$ cat src/rtl/core/stereo_imu_frame_deframer_macros.svh
// ----------------------------------------------------------------------------
// Assertion macros for the stereo IMU frame deframer
// Concurrent checks that disappear in synthesis builds.
// ----------------------------------------------------------------------------
`ifndef STEREO_IMU_FRAME_DEFRAMER_MACROS_SVH
`define STEREO_IMU_FRAME_DEFRAMER_MACROS_SVH

`ifndef SYNTHESIS
// same-cycle implication
`define SIFD_ASSERT_IMP(lbl, clk, rst, ante, cons) \
  lbl: assert property (@(posedge clk) disable iff (rst) (ante) |-> (cons)) \
    else $error("deframer check failed");
// next-cycle implication
`define SIFD_ASSERT_NXT(lbl, clk, rst, ante, cons) \
  lbl: assert property (@(posedge clk) disable iff (rst) (ante) |=> (cons)) \
    else $error("deframer check failed");
`else
`define SIFD_ASSERT_IMP(lbl, clk, rst, ante, cons)
`define SIFD_ASSERT_NXT(lbl, clk, rst, ante, cons)
`endif

`endif

$ cat src/rtl/core/sifd_pkg.sv
// ----------------------------------------------------------------------------
// sifd_pkg
// Shared types and constants of the stereo IMU frame deframer.
// ----------------------------------------------------------------------------
`timescale 1ns / 1ps

package sifd_pkg;

  localparam int WIN_LEN    = 16;
  localparam int TDATA_W    = 104;

  localparam logic [7:0] HDR_B0     = 8'h33;
  localparam logic [7:0] HDR_B1     = 8'hCC;
  localparam logic [7:0] HDR_B14    = 8'h22;
  localparam logic [7:0] HDR_B15    = 8'hDD;
  localparam logic [7:0] IMU_MARK0  = 8'h66;
  localparam logic [7:0] IMU_MARK1  = 8'hDD;
  localparam logic [7:0] TRAIL_B0   = 8'h44;
  localparam logic [7:0] TRAIL_B1   = 8'hBB;
  localparam logic [7:0] ISB_RESET  = 8'd16;

  typedef enum logic [2:0] {
    KIND_HEADER   = 3'd0,
    KIND_IMU      = 3'd1,
    KIND_TRAIL_OK = 3'd2,
    KIND_LEFT     = 3'd3,
    KIND_RIGHT    = 3'd4,
    KIND_ERROR    = 3'd5
  } kind_t;

  typedef enum logic [7:0] {
    PH_HUNT  = 8'b0000_0001,
    PH_M66   = 8'b0000_0010,
    PH_MDD   = 8'b0000_0100,
    PH_IMU   = 8'b0000_1000,
    PH_T44   = 8'b0001_0000,
    PH_TBB   = 8'b0010_0000,
    PH_LEFT  = 8'b0100_0000,
    PH_RIGHT = 8'b1000_0000
  } phase_t;

  // One result record, as handed from the parser to the output side.
  typedef struct packed {
    kind_t       kind;
    logic        last;
    logic [7:0]  data_byte;
    logic [15:0] exposure_time;
    logic [7:0]  image_count;
    logic [7:0]  imu_sample_count;
    logic [15:0] frame_height;
    logic [15:0] frame_width;
    logic [31:0] time_stamp;
  } rec_t;

endpackage

$ cat src/rtl/core/sifd_front.sv
// ----------------------------------------------------------------------------
// sifd_front
// Byte parser: header hunt window, frame phase sequencer and byte counters.
// ----------------------------------------------------------------------------
`timescale 1ns / 1ps

`include "stereo_imu_frame_deframer_macros.svh"

module sifd_front (
  input  logic               clk,
  input  logic               rst,
  input  logic               cfg_we,
  input  logic [7:0]         cfg_wdata,
  input  logic               accept,
  input  logic [7:0]         byte_in,
  output logic               push,
  output sifd_pkg::rec_t     push_rec
);
  import sifd_pkg::*;

  logic [WIN_LEN-1:0][7:0] win;
  logic [WIN_LEN-1:0][7:0] win_next;
  logic [WIN_LEN-1:0][7:0] shifted;
  phase_t      phase;
  phase_t      phase_next;
  logic [31:0] byte_counter;
  logic [31:0] byte_counter_next;
  logic [31:0] count_inc;
  logic [15:0] imu_length;
  logic [31:0] image_size;
  logic [15:0] height_q;
  logic [15:0] width_q;
  logic [7:0]  isb;
  logic        hdr_hit;
  logic        hdr_load;

  // Window after shifting in the current byte: entry 0 is the oldest.
  assign shifted = {byte_in, win[WIN_LEN-1:1]};
  assign hdr_hit = (phase == PH_HUNT) &&
                   (shifted[0] == HDR_B0) && (shifted[1] == HDR_B1) &&
                   (shifted[WIN_LEN-2] == HDR_B14) && (shifted[WIN_LEN-1] == HDR_B15);
  assign count_inc = byte_counter + 32'd1;

  always_comb begin
    win_next          = win;
    phase_next        = phase;
    byte_counter_next = byte_counter;
    hdr_load          = 1'b0;
    push              = 1'b0;
    push_rec          = '0;
    push_rec.kind     = KIND_ERROR;
    push_rec.last     = 1'b1;
    if (accept) begin
      case (phase)
        PH_HUNT: begin
          if (hdr_hit) begin
            win_next                  = '0;
            hdr_load                  = 1'b1;
            byte_counter_next         = '0;
            phase_next                = PH_M66;
            push                      = 1'b1;
            push_rec.kind             = KIND_HEADER;
            push_rec.last             = 1'b0;
            push_rec.exposure_time    = {shifted[2], shifted[3]};
            push_rec.image_count      = shifted[4];
            push_rec.imu_sample_count = shifted[5];
            push_rec.frame_height     = {shifted[6], shifted[7]};
            push_rec.frame_width      = {shifted[8], shifted[9]};
            push_rec.time_stamp       = {shifted[10], shifted[11], shifted[12], shifted[13]};
          end else begin
            win_next = shifted;
          end
        end
        PH_M66, PH_T44: begin
          if (byte_in != ((phase == PH_M66) ? IMU_MARK0 : TRAIL_B0)) begin
            push = 1'b1;
          end else begin
            phase_next = (phase == PH_M66) ? PH_MDD : PH_TBB;
          end
        end
        PH_MDD: begin
          if (byte_in != IMU_MARK1) begin
            push = 1'b1;
          end else begin
            byte_counter_next = '0;
            phase_next        = (imu_length == '0) ? PH_T44 : PH_IMU;
          end
        end
        PH_IMU: begin
          push               = 1'b1;
          push_rec.kind      = KIND_IMU;
          push_rec.last      = 1'b0;
          push_rec.data_byte = byte_in;
          if (count_inc >= {16'd0, imu_length}) begin
            byte_counter_next = '0;
            phase_next        = PH_T44;
          end else begin
            byte_counter_next = count_inc;
          end
        end
        PH_TBB: begin
          push = 1'b1;
          if (byte_in == TRAIL_B1) begin
            byte_counter_next = '0;
            push_rec.kind     = KIND_TRAIL_OK;
            push_rec.last     = (image_size == '0);
            phase_next        = (image_size == '0) ? PH_HUNT : PH_LEFT;
          end
        end
        PH_LEFT, PH_RIGHT: begin
          push               = 1'b1;
          push_rec.kind      = (phase == PH_LEFT) ? KIND_LEFT : KIND_RIGHT;
          push_rec.last      = 1'b0;
          push_rec.data_byte = byte_in;
          if (count_inc >= image_size) begin
            byte_counter_next = '0;
            phase_next        = (phase == PH_LEFT) ? PH_RIGHT : PH_HUNT;
            push_rec.last     = (phase == PH_RIGHT);
          end else begin
            byte_counter_next = count_inc;
          end
        end
        default: begin
          phase_next = PH_HUNT;
        end
      endcase
      // Frame error: restart hunting with only the offending byte in the window.
      if (push && push_rec.kind == KIND_ERROR) begin
        win_next                 = '0;
        win_next[WIN_LEN-1]      = byte_in;
        phase_next               = PH_HUNT;
        byte_counter_next        = '0;
      end
    end
  end

  always_ff @(posedge clk) begin
    if (rst) begin
      win          <= '0;
      phase        <= PH_HUNT;
      byte_counter <= '0;
      isb          <= ISB_RESET;
    end else begin
      win          <= win_next;
      phase        <= phase_next;
      byte_counter <= byte_counter_next;
      if (cfg_we) begin
        isb <= cfg_wdata;
      end
    end
  end

  // Header sizes: IMU length at header time, image size in the cycle after.
  always_ff @(posedge clk) begin
    if (hdr_load) begin
      imu_length <= {8'd0, shifted[5]} * {8'd0, isb};
      height_q   <= {shifted[6], shifted[7]};
      width_q    <= {shifted[8], shifted[9]};
    end
    image_size <= {16'd0, height_q} * {16'd0, width_q};
  end

  `SIFD_ASSERT_IMP(a_imu_count_bound, clk, rst, phase == PH_IMU, byte_counter < {16'd0, imu_length})
  `SIFD_ASSERT_NXT(a_hdr_clears_win, clk, rst, accept && hdr_hit, win == '0 && phase == PH_M66)
  `SIFD_ASSERT_IMP(a_push_needs_beat, clk, rst, push, accept)

endmodule

$ cat src/rtl/core/sifd_queue.sv
// ----------------------------------------------------------------------------
// sifd_queue
// Two-entry record queue between the parser and the output stage.
// ----------------------------------------------------------------------------
`timescale 1ns / 1ps

`include "stereo_imu_frame_deframer_macros.svh"

module sifd_queue (
  input  logic           clk,
  input  logic           rst,
  input  logic           push,
  input  sifd_pkg::rec_t push_rec,
  output logic           full,
  output logic           head_valid,
  output sifd_pkg::rec_t head_rec,
  input  logic           pop
);
  import sifd_pkg::*;

  rec_t       mem [2];
  logic       wr_ptr;
  logic       rd_ptr;
  logic [1:0] count;

  assign full       = (count == 2'd2);
  assign head_valid = (count != 2'd0);
  assign head_rec   = mem[rd_ptr];

  always_ff @(posedge clk) begin
    if (push) begin
      mem[wr_ptr] <= push_rec;
    end
  end

  always_ff @(posedge clk) begin
    if (rst) begin
      wr_ptr <= 1'b0;
      rd_ptr <= 1'b0;
      count  <= 2'd0;
    end else begin
      if (push) begin
        wr_ptr <= ~wr_ptr;
      end
      if (pop) begin
        rd_ptr <= ~rd_ptr;
      end
      count <= count + {1'b0, push} - {1'b0, pop};
    end
  end

  `SIFD_ASSERT_IMP(a_no_overflow, clk, rst, push, count != 2'd2)
  `SIFD_ASSERT_IMP(a_no_underflow, clk, rst, pop, count != 2'd0)
  `SIFD_ASSERT_IMP(a_ptr_track, clk, rst, count == 2'd0 || count == 2'd2, wr_ptr == rd_ptr)

endmodule

$ cat src/rtl/core/sifd_back.sv
// ----------------------------------------------------------------------------
// sifd_back
// Output stage: drain the queue into the result register and pack the beat.
// ----------------------------------------------------------------------------
`timescale 1ns / 1ps

`include "stereo_imu_frame_deframer_macros.svh"

module sifd_back (
  input  logic                         clk,
  input  logic                         rst,
  input  logic                         head_valid,
  input  sifd_pkg::rec_t               head_rec,
  output logic                         pop,
  output logic                         m_axis_tvalid,
  input  logic                         m_axis_tready,
  output logic [sifd_pkg::TDATA_W-1:0] m_axis_tdata,
  output logic [2:0]                   m_axis_tuser,
  output logic                         m_axis_tlast
);
  import sifd_pkg::*;

  // Load whenever the register is empty or its beat is taken now.
  assign pop = head_valid && (!m_axis_tvalid || m_axis_tready);

  always_ff @(posedge clk) begin
    if (rst) begin
      m_axis_tvalid <= 1'b0;
    end else if (pop) begin
      m_axis_tvalid <= 1'b1;
    end else if (m_axis_tready) begin
      m_axis_tvalid <= 1'b0;
    end
  end

  always_ff @(posedge clk) begin
    if (pop) begin
      m_axis_tdata <= {head_rec.time_stamp, head_rec.frame_width, head_rec.frame_height,
                       head_rec.imu_sample_count, head_rec.image_count,
                       head_rec.exposure_time, head_rec.data_byte};
      m_axis_tuser <= head_rec.kind;
      m_axis_tlast <= head_rec.last;
    end
  end

  `SIFD_ASSERT_IMP(a_no_data_on_marks, clk, rst, m_axis_tvalid && (m_axis_tuser == KIND_HEADER || m_axis_tuser == KIND_TRAIL_OK || m_axis_tuser == KIND_ERROR), m_axis_tdata[7:0] == 8'd0)
  `SIFD_ASSERT_IMP(a_err_is_last, clk, rst, m_axis_tvalid && m_axis_tuser == KIND_ERROR, m_axis_tlast)
  `SIFD_ASSERT_NXT(a_hold_beat, clk, rst, m_axis_tvalid && !m_axis_tready, m_axis_tvalid)

endmodule

$ cat src/rtl/core/stereo_imu_frame_deframer.sv
// Path: an accepted byte is decided by the parser and written into the queue;
//   the output register loads it from the two-entry queue's head when free.
// Throughput: one byte per cycle while the queue has room; the parser decides
//   each byte combinationally; queue and output register absorb stalls.
// Reset (rst, synchronous, active high): hunt phase, empty window and queue,
//   imu_sample_bytes back to 16. No clearing pass; usable the cycle after.
// ----------------------------------------------------------------------------
// stereo_imu_frame_deframer
// Deframes a stereo camera byte stream with embedded IMU samples.
// ----------------------------------------------------------------------------
`timescale 1ns / 1ps

module stereo_imu_frame_deframer (
  input  logic                         clk,
  input  logic                         rst,
  // configuration: imu_sample_bytes
  input  logic                         cfg_we,
  input  logic [7:0]                   cfg_wdata,
  // byte stream in
  input  logic                         s_axis_tvalid,
  output logic                         s_axis_tready,
  input  logic [7:0]                   s_axis_tdata,  // [7:0] byte_in
  // results out
  output logic                         m_axis_tvalid,
  input  logic                         m_axis_tready,
  // [7:0] data_byte, [23:8] exposure_time, [31:24] image_count,
  // [39:32] imu_sample_count, [55:40] frame_height, [71:56] frame_width,
  // [103:72] time_stamp
  output logic [sifd_pkg::TDATA_W-1:0] m_axis_tdata,
  output logic [2:0]                   m_axis_tuser,  // [2:0] kind
  output logic                         m_axis_tlast   // last
);
  import sifd_pkg::*;

  logic accept;
  logic push;
  rec_t push_rec;
  logic q_full;
  logic head_valid;
  rec_t head_rec;
  logic pop;

  // Take a beat whenever the queue has room; the parser never waits on output
  // directly, so a held result does not stall the byte stream until two more
  // results are pending.
  assign s_axis_tready = !q_full;
  assign accept        = s_axis_tvalid && s_axis_tready;

  // Front: hunt window, phase sequencer, IMU and pixel counters.
  sifd_front u_front (
    .clk       (clk),
    .rst       (rst),
    .cfg_we    (cfg_we),
    .cfg_wdata (cfg_wdata),
    .accept    (accept),
    .byte_in   (s_axis_tdata),
    .push      (push),
    .push_rec  (push_rec)
  );

  // Decouple: hold up to two decided results.
  sifd_queue u_queue (
    .clk        (clk),
    .rst        (rst),
    .push       (push),
    .push_rec   (push_rec),
    .full       (q_full),
    .head_valid (head_valid),
    .head_rec   (head_rec),
    .pop        (pop)
  );

  // Back: registered result beat toward the master side.
  sifd_back u_back (
    .clk           (clk),
    .rst           (rst),
    .head_valid    (head_valid),
    .head_rec      (head_rec),
    .pop           (pop),
    .m_axis_tvalid (m_axis_tvalid),
    .m_axis_tready (m_axis_tready),
    .m_axis_tdata  (m_axis_tdata),
    .m_axis_tuser  (m_axis_tuser),
    .m_axis_tlast  (m_axis_tlast)
  );

endmodule

$ cat config.mk
export PLATFORM = sky130hd
export DESIGN_NAME = stereo_imu_frame_deframer
export DESIGN_NICKNAME = d
export VERILOG_FILES = /design/src/rtl/core/sifd_pkg.sv /design/src/rtl/core/sifd_front.sv /design/src/rtl/core/sifd_queue.sv /design/src/rtl/core/sifd_back.sv /design/src/rtl/core/stereo_imu_frame_deframer.sv
export VERILOG_INCLUDE_DIRS = /design/src /design/src/rtl/core
export SDC_FILE = /design/constraint.sdc
export NUM_CORES = 2
export LEC_CHECK = 0
export BUFFER_PORTS_ARGS = -buffer_cell sky130_fd_sc_hd__buf_2
export CAP_MARGIN = 20
export CORE_MARGIN = 8
export CORE_UTILIZATION = 45
export DETAILED_ROUTE_END_ITERATION = 6
export SYNTH_ARGS = -nofsm -noshare
export SYNTH_HDL_FRONTEND = slang
export SYNTH_SLANG_ARGS = --single-unit
$ cat constraint.sdc
create_clock -name clk -period 13.3 [get_ports clk]
set_clock_uncertainty 0.2 [all_clocks]
set_input_delay 2.66 -clock clk [delete_from_list [all_inputs] [get_ports clk]]
set_output_delay 2.66 -clock clk [all_outputs]
set_load 0.005 [all_outputs]
==> flow_summary.yaml <==
outcome:
  status: "complete, no violations"
final_layout:
  fin_area_mm2: 0.0362
  layout-drive-gt1-share_pct: 12.9
  syn2layout_area_growth_pct: 11.2
  layout_commonest_cell: "edfxtp_1"
  mostFrequentLayoutCells: "edfxtp_1 (372), inv_1 (360), nand2_1 (262), and2_1 (255), fa_1 (230)"
  fin_nets: 3301
route:
  drt.antenna.violating_nets: 0
  routed_via_density: 5.28
  wl_per_cell_um: 19.0
  drt_wl_total_um: 73600
  drt_iter0_markers: 1193
  dr.pass1.iters: 5
  route.detailed.drc: 0
  num_vias: 20396
timing:
  report.final.slew_viol_count: 0
  worstMarginPinSlew_ps: 1210
  setup_ws_ps: 6640
  slew_headroom_pct: 19.1
  setup_viol: 0
  min_period_ps: 6660
  hold_viol_final: 0
  fmax_ghz: 0.150
  period_share_pct: 50.0
  setup_tns_ps: 0
  rsz0062_at_grt: "no"
setup_path:
  crit_arrival_ps: 6970
  path_max_fanout: 16
  worstSetupPathType: "reg -> reg"
  critPathRequiredTime_ps: 13610
  cp-start-kind: "flip-flop"
  critPathCaptureType: "flip-flop"
power_and_ir_drop:
  swShare_pct: 23.6
  pwr-share-clk_pct: 40.3
  power.net_switching_mw: 1.06
  p_comb_share_pct: 11.0
  seqPwrFrac_pct: 48.7
  power.leakage_nw: 15.5
  internal_power_mw: 3.42
  vdd.ir_drop.worst_uv: 131
  power.density_mw_per_mm2: 124
logic_synthesis:
  synth_cell_types: 76
  async_flop_share_pct: 0
  synth_edf_count: 372
  synth_cells: 2777
  yosys_most_used_dff: "edfxtp_1"
  ys_warn_count: 0
  seq_area_frac_synth_pct: 46.9
  synthTopCellsByArea: "edfxtp_1 (34%), fa_1 (14%), dfxtp_1 (13%)"
  avgSynthCellArea_um2: 11.7
  ys_ff_latch: 577
  synth_top_area_share_pct: 34.3
  synth_area_mm2: 0.0326
  syn_nets: 3219
  synth_top_area_cell: "edfxtp_1"
floorplanning:
  core-area_mm2: 0.0716
  fp.dieW_um: 285
  num_rows: 98
  dieArea_mm2: 0.0812
  start_util_pct: 45.5
  num_io_pins: 131
  die_h_um: 285
placed_design:
  place_area_mm2: 0.0340
  finalWeightedCongestion: 0.868
  portBuffers: 130
  place_ws_ps: 6580
  dp_hpwl_um: 53800
clock_network:
  cts_resized: 0
  cts_hold_buf: 0
  clock_sinks: 577
  htreeDepth: 2
  clkSlewWorstSetupHoldPaths_ps: 60
  numCtsBuffers: 60
  insertion_delay_ps: 640
  cts_tree: "done"
  clockBufferDepth: 3
  cts-root-buf: "clkbuf_16"
  post_cts_buffers: 0
global_route:
  grt_pass1_wl_um: 119000
  busiest_layer: "met2"
  overflow: 0
  grt_util_met3_pct: 3.38
  grt_pass1_vias: 21206
  met1_usage_pct: 24.0
  grt_max_degree: 85
  met2_usage_pct: 29.8
  grt_util_all_layers_pct: 18.0
  antenna_found_initial: 4
flow_run:
  maxCapViolCount: 0
hold_path:
  worstHoldPathType: "reg -> reg"
-- layer usage --
layer | wire length (um) | part of all wire, % | vias up
li1 | - | - | 9612
met1 | 32300 | 44 | 10152
met2 | 35200 | 48 | 519
met3 | 4060 | 5.5 | 111
met4 | 1990 | 2.7 | 2
met5 | 13 | 0.018 | -
-- sequential cells by signal, summed over array words and instances (netlist names), 2 cells and up --
register,cells
u_front.imu_length,16
u_queue.count,2
u_front.phase,8
u_queue.mem,216
u_front.height_q,16
u_front.isb,8
u_front.shifted,120
u_front.width_q,16
u_front.byte_counter,32
u_back.m_axis_tdata,104
u_front.image_size,32
u_back.m_axis_tuser,3
-- critical path, stage by stage, from the launching register on --
cell and delay, ps:
edfxtp_1 750, nand2_1 170, fa_1 570, inv_1 50
fa_1 500, inv_1 50, fa_1 540, inv_1 50
fa_1 530, fa_1 520, inv_1 50, fa_1 480
inv_1 40, ha_1 230, or4_1 410, o21ai_0 130
a211oi_1 110, or2_2 380, a221o_1 330, o41ai_1 310
xnor2_1 120
-- final timing paths --
kind,startpoint,to,slack [ps],cells past startpoint
max,u_front.height_q[7]$_DFFE_PP_,u_front.image_size[31]$_DFF_P_,6640,20
min,u_front.byte_counter[31]$_SDFFE_PP0P_,u_front.byte_counter[31]$_SDFFE_PP0P_,270,2
max reg2reg,u_front.height_q[7]$_DFFE_PP_,u_front.image_size[31]$_DFF_P_,6640,20
min reg2reg,u_front.byte_counter[31]$_SDFFE_PP0P_,u_front.byte_counter[31]$_SDFFE_PP0P_,270,2
-- area by class of cell --
class	count	area, um^2
Antenna cell	2	5.00
Clock inverter	40	572
Clock buffer	74	1590
Timing Repair Buffer	144	776
Fill cell	6391	35400
Tap cell	950	1190
Inverter	360	1350
Multi-Input combinational cell	1716	15500
Sequential cell	577	15300
-- synthesized netlist by cell type, types with 21 or more instances --
library cell	count
dfxtp_1	205
nor4_1	32
inv_1	360
nand3_1	28
nor2_1	65
a22o_1	112
fa_1	230
mux2_2	109
o21ai_1	21
xnor2_1	49
a21o_1	21
clkbuf_1	87
and3_1	21
buf_2	31
o21ai_0	37
edfxtp_1	372
nor3_1	35
a21oi_1	46
nand2_1	262
and2_1	256
ha_1	191
-- per-stage QoR --
stage / util [%] / total power [mW] / hold slack (ps) / instances
floorplan: - / 2.48 / 234 / 2777
global placement: 47.5 / 2.73 / 247 / 3746
detailed placement: 47.5 / 2.73 / 255 / 3746
CTS: 50.6 / 4.55 / 273 / 3860
global route: 50.6 / 4.66 / 292 / 3861
finish: 50.6 / 4.48 / 270 / 3863
-- kinds of logic (layout without fill, tap and decap cells) --
family,Yosys count,in the layout,synth area share [%]
mux,125,125,4.26
xor+xnor,69,69,1.86
simple gates,783,783,12.6
fa+ha+maj,421,421,21.5
buf+inv,484,618,5.70
flops,577,577,46.9
compound gates,318,318,7.21
other cells,0,2,0
-- power groups by stage --
stage	clock [mW]	sequential (mW)	combinational [mW]
global route	1.92	2.20	0.539
floorplan	0	2.23	0.251
finish	1.81	2.18	0.493
detailed placement	0	2.22	0.509
CTS	1.85	2.19	0.513
global placement	0	2.22	0.508
No activity file was read; power rests on OpenSTA's default activity.
